<file path="src/rtl/keyframe_path_interpolator_unit_defines.svh">
// assertion macros shared by the keyframe path interpolator modules
`ifndef KEYFRAME_PATH_INTERPOLATOR_UNIT_DEFINES_SVH
`define KEYFRAME_PATH_INTERPOLATOR_UNIT_DEFINES_SVH

// same-cycle implication, checked outside reset
`define KPI_ASSERT_SAME(label, ante, cons, msg) \
    label: assert property (@(posedge clk) disable iff (!rst_n) (ante) |-> (cons)) \
        else $error(msg);

// next-cycle implication, checked outside reset
`define KPI_ASSERT_NEXT(label, ante, cons, msg) \
    label: assert property (@(posedge clk) disable iff (!rst_n) (ante) |=> (cons)) \
        else $error(msg);

`endif

</file>
<file path="src/rtl/kpi_pkg.sv">
// shared constants and types of the keyframe path interpolator
`timescale 1ns / 1ps
`default_nettype none

package kpi_pkg;

    localparam int MAX_KEYS   = 256;
    localparam int FRAC_BITS  = 16;
    localparam int DATA_W     = 32;
    localparam int POS_W      = 32;
    localparam int LEN_W      = 9;
    localparam int KEY_IDX_W  = 8;
    localparam int NUM_FIELDS = 5;

    localparam int INT_W   = POS_W - FRAC_BITS;
    localparam int ADDR_W  = $clog2(MAX_KEYS);
    localparam int CNT_W   = $clog2(INT_W);
    localparam int FLD_W   = $clog2(NUM_FIELDS);
    localparam int WORD_W  = NUM_FIELDS * DATA_W;
    localparam int PROD_W  = DATA_W + FRAC_BITS + 2;

    localparam logic CMD_WRITE  = 1'b0;
    localparam logic CMD_SAMPLE = 1'b1;

    typedef enum logic [2:0] {
        ST_IDLE,
        ST_DIV,
        ST_RD_A,
        ST_RD_B,
        ST_MUL,
        ST_FLUSH,
        ST_DONE
    } state_t;

    typedef struct packed {
        logic key_write;
        logic load;
        logic div_step;
        logic rd_a;
        logic rd_b;
        logic mul_step;
    } cmd_t;

    typedef struct packed {
        logic len_zero;
        logic div_last;
        logic fld_last;
    } status_t;

endpackage

`default_nettype wire

</file>
<file path="src/rtl/kpi_ctrl.sv">
// sequencing state machine of the keyframe path interpolator
`timescale 1ns / 1ps
`default_nettype none

`include "keyframe_path_interpolator_unit_defines.svh"

module kpi_ctrl (
    input  wire logic            clk,
    input  wire logic            rst_n,
    input  wire logic            start,
    input  wire logic            command,
    input  kpi_pkg::status_t     status,
    output kpi_pkg::cmd_t        cmd,
    output logic                 busy,
    output logic                 done
);

    kpi_pkg::state_t state_reg;
    kpi_pkg::state_t state_next;

    always_ff @(posedge clk or negedge rst_n)
    begin
        if (!rst_n)
        begin
            state_reg <= kpi_pkg::ST_IDLE;
        end
        else
        begin
            state_reg <= state_next;
        end
    end

    always_comb
    begin
        state_next = state_reg;
        case (state_reg)
            kpi_pkg::ST_IDLE:
            begin
                if (start && (command == kpi_pkg::CMD_SAMPLE))
                begin
                    state_next = status.len_zero ? kpi_pkg::ST_DONE : kpi_pkg::ST_DIV;
                end
            end
            kpi_pkg::ST_DIV:
            begin
                if (status.div_last)
                begin
                    state_next = kpi_pkg::ST_RD_A;
                end
            end
            kpi_pkg::ST_RD_A:  state_next = kpi_pkg::ST_RD_B;
            kpi_pkg::ST_RD_B:  state_next = kpi_pkg::ST_MUL;
            kpi_pkg::ST_MUL:
            begin
                if (status.fld_last)
                begin
                    state_next = kpi_pkg::ST_FLUSH;
                end
            end
            kpi_pkg::ST_FLUSH: state_next = kpi_pkg::ST_DONE;
            kpi_pkg::ST_DONE:  state_next = kpi_pkg::ST_IDLE;
            default:           state_next = kpi_pkg::ST_IDLE;
        endcase
    end

    always_comb
    begin
        cmd  = '0;
        busy = 1'b1;
        done = 1'b0;
        case (state_reg)
            kpi_pkg::ST_IDLE:
            begin
                busy          = 1'b0;
                cmd.key_write = start && (command == kpi_pkg::CMD_WRITE);
                cmd.load      = start && (command == kpi_pkg::CMD_SAMPLE);
            end
            kpi_pkg::ST_DIV:   cmd.div_step = 1'b1;
            kpi_pkg::ST_RD_A:  cmd.rd_a     = 1'b1;
            kpi_pkg::ST_RD_B:  cmd.rd_b     = 1'b1;
            kpi_pkg::ST_MUL:   cmd.mul_step = 1'b1;
            kpi_pkg::ST_FLUSH: busy         = 1'b1;
            kpi_pkg::ST_DONE:  done         = 1'b1;
            default:           busy         = 1'b1;
        endcase
    end

    `KPI_ASSERT_NEXT(a_done_single, done, !done, "result strobe held for more than one cycle")
    `KPI_ASSERT_NEXT(a_sample_busy, start && !busy && (command == kpi_pkg::CMD_SAMPLE), busy, "sample request not taken up")
    `KPI_ASSERT_NEXT(a_done_then_idle, done, !busy, "block not free after a result")

endmodule

`default_nettype wire

</file>
<file path="config.mk">
export PLATFORM = sky130hd
export DESIGN_NAME = kpi_ctrl
export DESIGN_NICKNAME = d
export VERILOG_FILES = /design/src/rtl/kpi_pkg.sv /design/src/rtl/kpi_ctrl.sv
export VERILOG_INCLUDE_DIRS = /design/src /design/src/rtl
export SDC_FILE = /design/constraint.sdc
export NUM_CORES = 1
export LEC_CHECK = 0
export BUFFER_PORTS_ARGS = -buffer_cell sky130_fd_sc_hd__buf_2
export CAP_MARGIN = 25
export CORE_AREA = 5 5 42 44
export DETAILED_ROUTE_END_ITERATION = 12
export DIE_AREA = 0 0 47 49
export PLACE_DENSITY = 0.41
export SETUP_SLACK_MARGIN = 0.1
export SYNTH_ARGS = -nofsm -noshare
export SYNTH_HDL_FRONTEND = slang
export SYNTH_SLANG_ARGS = --single-unit
</file>
<file path="constraint.sdc">
create_clock -name clk -period 1.27 [get_ports clk]
set_input_delay 0.0635 -clock clk [delete_from_list [all_inputs] [get_ports clk]]
set_output_delay 0.0635 -clock clk [all_outputs]
set_load 0.05 [all_outputs]
</file>
# Yosys cells after proc, flatten, opt, wreduce, memory -nomap -nowiden
# Index checks and enable logic that the tools add are counted.
# W data, S select, Z words.
[classes]
bitwise = 1
eq_ne = 9
reduce_logical = 4
mux = 12
[ops]
columns = ["operator", "count"]
rows = [
  ["$pmux W3 S6", 1],
  ["$mux W3", 4],
  ["$eq A3 B3 Y1 const B", 3],
  ["$eq A3 B2 Y1 const B", 2],
  ["$mux W1", 6],
  ["$ne A2 B2 Y1 const B", 3],
  ["$eq A3 B1 Y1 const B", 1],
  ["$logic_not A3 Y1", 1],
  ["$reduce_and A3 Y1", 1],
  ["$logic_and A1 B1 Y1", 2],
  ["$mux W2", 1],
  ["$not A1 Y1", 1],
]
[totals]
wordCells = 27
out_inout_bits = 8
ff_bits = 3
input_bits = 7

# Logic depth before layout (Yosys ltp)
[logic_depth]
word_depth = 3
mapped_depth = 4
ltp_nobuf = 3

# Worst setup path before layout
# No wires, ideal clock.
[synth_timing]
path_type = "register to output"
from = "reg state_reg[1]"
to = "out cmd[5] (netlist bit)"
n_path_buf = 1
required_time_ns = 1.207
stages_incl_launch_ff = 5
slack_ns = -0.522
arrival_ns = 1.729
path_cell_list = "dfrtp_1 buf_6 nor2_2 nand2_1 nor3b_2"
[synth_rtl]
columns = ["element", "line", "rtl"]
rows = [
  ["start: declaration", "kpi_ctrl.sv:18", "kpi_pkg::state_t state_reg;"],
  ["start signal: assignment", "kpi_ctrl.sv:25", "state_reg <= kpi_pkg::ST_IDLE;"],
  ["start signal: assignment", "kpi_ctrl.sv:29", "state_reg <= state_next;"],
  ["end: declaration", "kpi_ctrl.sv:13", "output kpi_pkg::cmd_t cmd,"],
]

==> qor.yml <==
grt_util_met2_pct: 13.1
finalPower_w: 0.00158
cp-start-kind: "flip-flop"
rows: 14
dr.pass1.iters: 4
hpwl_microns: 606
end_kind: "output pin"
register_area_sq_um: 77.6
dpl-instance-area_sq_um: 377
synth-xor-area-share_pct: 0
final.period_utilization_pct: 104
yosys.area_share.simple_pct: 37.4
n_fill_cell: 150
setup_slack_ns: -0.0548
clock_sinks: 3
yosysTopAreaCell: "dfrtp_1"
hp-class: "in -> reg"
drc: 0
grt_pass1_vias: 334
multi_input_area_sq_um: 201
hold_violations: 0
gr-total-overflow: 0
synth_compound_area_share_pct: 21.0
synth_top_area_share_pct: 30.8
die_y_microns: 49
arrival_ns: 1.26
worstSetupStartpoint: "state_reg[2]$_DFFE_PN0P_"
cts-root-buf: "clkbuf_4"
synth_adder_area_share_pct: 0
htree_levels: 1
drt-initial-drc-count: 15
ys_ff_latch: 3
synth_edf_count: 0
synth_area_per_cell_sq_um: 9.04
via_count: 315
synth_area_sq_um: 244
diodes: 0
cts_tree: "yes"
muxShareOfSynthArea_pct: 0
skew_ns: 0.00335
die_w_microns: 47
start_util_pct: 17.4
powerDensity_nw_per_um2: 2970
worstSetupPathType: "reg -> out"
die-area_sq_um: 2300
grt_pass1_wl_microns: 1480
yosysMostFrequentCell: "dfrtp_1"
gr-usage-met1_pct: 9.91
drt_wl_total_microns: 892
coreArea_sq_um: 1400
finalInstanceArea_sq_um: 531
insertion_delay_ns: 0.24
via_per_inst: 4.63
clk_path_buf_depth: 2
slew_headroom_pct: 83.4
path_clk_slew_ns: 0.04
wl_per_cell_microns: 13.1
port_buffers: 14
drive_above_1_share_pct: 71.2
antenna_found_initial: 0
nNetsFinal: 60
track_usage_pct: 9.30
ys.flop_type: "dfrtp_1"
vdd_drop_max_mv: 1.31
rr_startpoint: "state_reg[2]$_DFFE_PN0P_"
gr-max-usage-layer: "met2"
synth_nets: 34
synth_area_leaders: "dfrtp_1, nor3b_2, buf_6"
rsz0062_at_grt: "yes"
fin_util_pct: 37.9
min_from: "status[1]"
grt_max_degree: 7
violations: "setup timing"
finalSetupViolCount: 3
synth_top_family_by_area: "simple AND/OR/NAND/NOR gates"
cts_buffers: 3
postRouteAntennaNets: 0
ys_seq_area_share_pct: 30.8
synthDistinctLibCells: 19
gp_congestion: 0.803
io_pins: 15
holdWs_ns: 0.121
path_max_fanout: 4
final_max_slew_viol_count: 0
area_delta_synth_final_pct: 117
async_flop_share_pct: 100
grt_util_met3_pct: 2.95
outcome: "complete, but fails checks"
worst_slew_pin_slew_ns: 0.251
crit_required_ns: 1.21
largest_reg_flops: 3
p_leak_nw: 0.236
synth_cells: 27
ys_warn_count: 0
cap_violations: 0
fmax_mhz: 755
fin_crit_ns: 1.32
## logic make-up after synthesis
logic type,count (synthesis)
flops,3
simple gates,14
buf+inv,3
compound gates,7
## critical path, stage by stage (launching register included)
cell	delay [ns]
dfrtp_2	0.44
nor2_4	0.15
nand2_4	0.08
nor3b_4	0.18
buf_6	0.18
## final timing paths
| check | to | cells after the start | slack [ns] |
|---|---|---|---|
| worst max-delay path | cmd[5] | 4 | -0.05 |
| worst min-delay path | state_reg[1]$_DFFE_PN0P_ | 3 | 0.12 |
| worst max register to register | state_reg[0]$_DFFE_PN0P_ | 5 | 0.06 |
| worst min register to register | state_reg[2]$_DFFE_PN0P_ | 2 | 0.64 |
| max in group asynchronous | state_reg[2]$_DFFE_PN0P_ | 2 | 1.01 |
| min in group asynchronous | state_reg[1]$_DFFE_PN0P_ | 2 | 0.15 |
## power breakdown
group          internal, W  switching [W]  leakage [nW]  total, W
registers         0.000146      0.0000696        0.0353  0.000216
clock network     0.000118      0.0000547        0.0150  0.000173
logic             0.000518       0.000671         0.186   0.00119
total             0.000782       0.000795         0.236   0.00158
## layout make-up
class,instances,area share [%]
clock buffers,4,4.95
inverters,1,1.18
multi-input cells,21,38.0
flip-flops and latches,3,14.6
well taps,16,3.77
repair buffers,23,37.5
## routing by layer
metal | share of wire [%] | vias to the layer above
li1 | - | 151
met1 | 35 | 151
met5 | 0 | -
met3 | 7.6 | 2
met4 | 2.2 | 0
met2 | 55 | 11
## placed cells by master (no fill, tap or decap)
cell           synthesis  layout
buf_8                  0       1
nand2_1                2       1
a22o_1                 1       1
a22oi_1                1       1
dfrtp_1                3       1
nor2_1                 2       1
dfrtp_2                0       2
buf_2                  0       7
and3_4                 0       1
nor3_4                 0       1
dlygate4sd3_1          0       1
clkbuf_4               0       3
buf_4                  0       5
a31oi_1                1       1
inv_4                  0       1
nor3b_4                0       3
nor2_2                 1       1
nor3b_2                2       1
a21oi_1                1       1
a41oi_1                1       1
clkbuf_1               0       1
or3_1                  1       1
nor3_1                 2       1
nor2_4                 0       1
o21bai_1               1       1
nand2_4                0       1
nand2b_1               1       1
buf_6                  2       9
o31ai_1                1       1
## timing repair
item	4_1_cts	5_1_grt
resized for setup	17	7
gates cloned	0	0
endpoints found under the setup margin	8	10
hold endpoints to repair	3	0
pin swaps	2	2
hold buffers	1	0
setup buffers	3	2
## per-stage QoR
step                setup slack [ns]  cells  setup TNS (ns)
floorplan                    -0.0612     27          -0.157
global placement              0.0713     58               0
global route                  -0.103     68          -0.376
CTS                          -0.0414     66         -0.0784
finish                       -0.0548     68         -0.0912
detailed placement            0.0657     58               0
No activity file was read; power rests on OpenSTA's default activity.
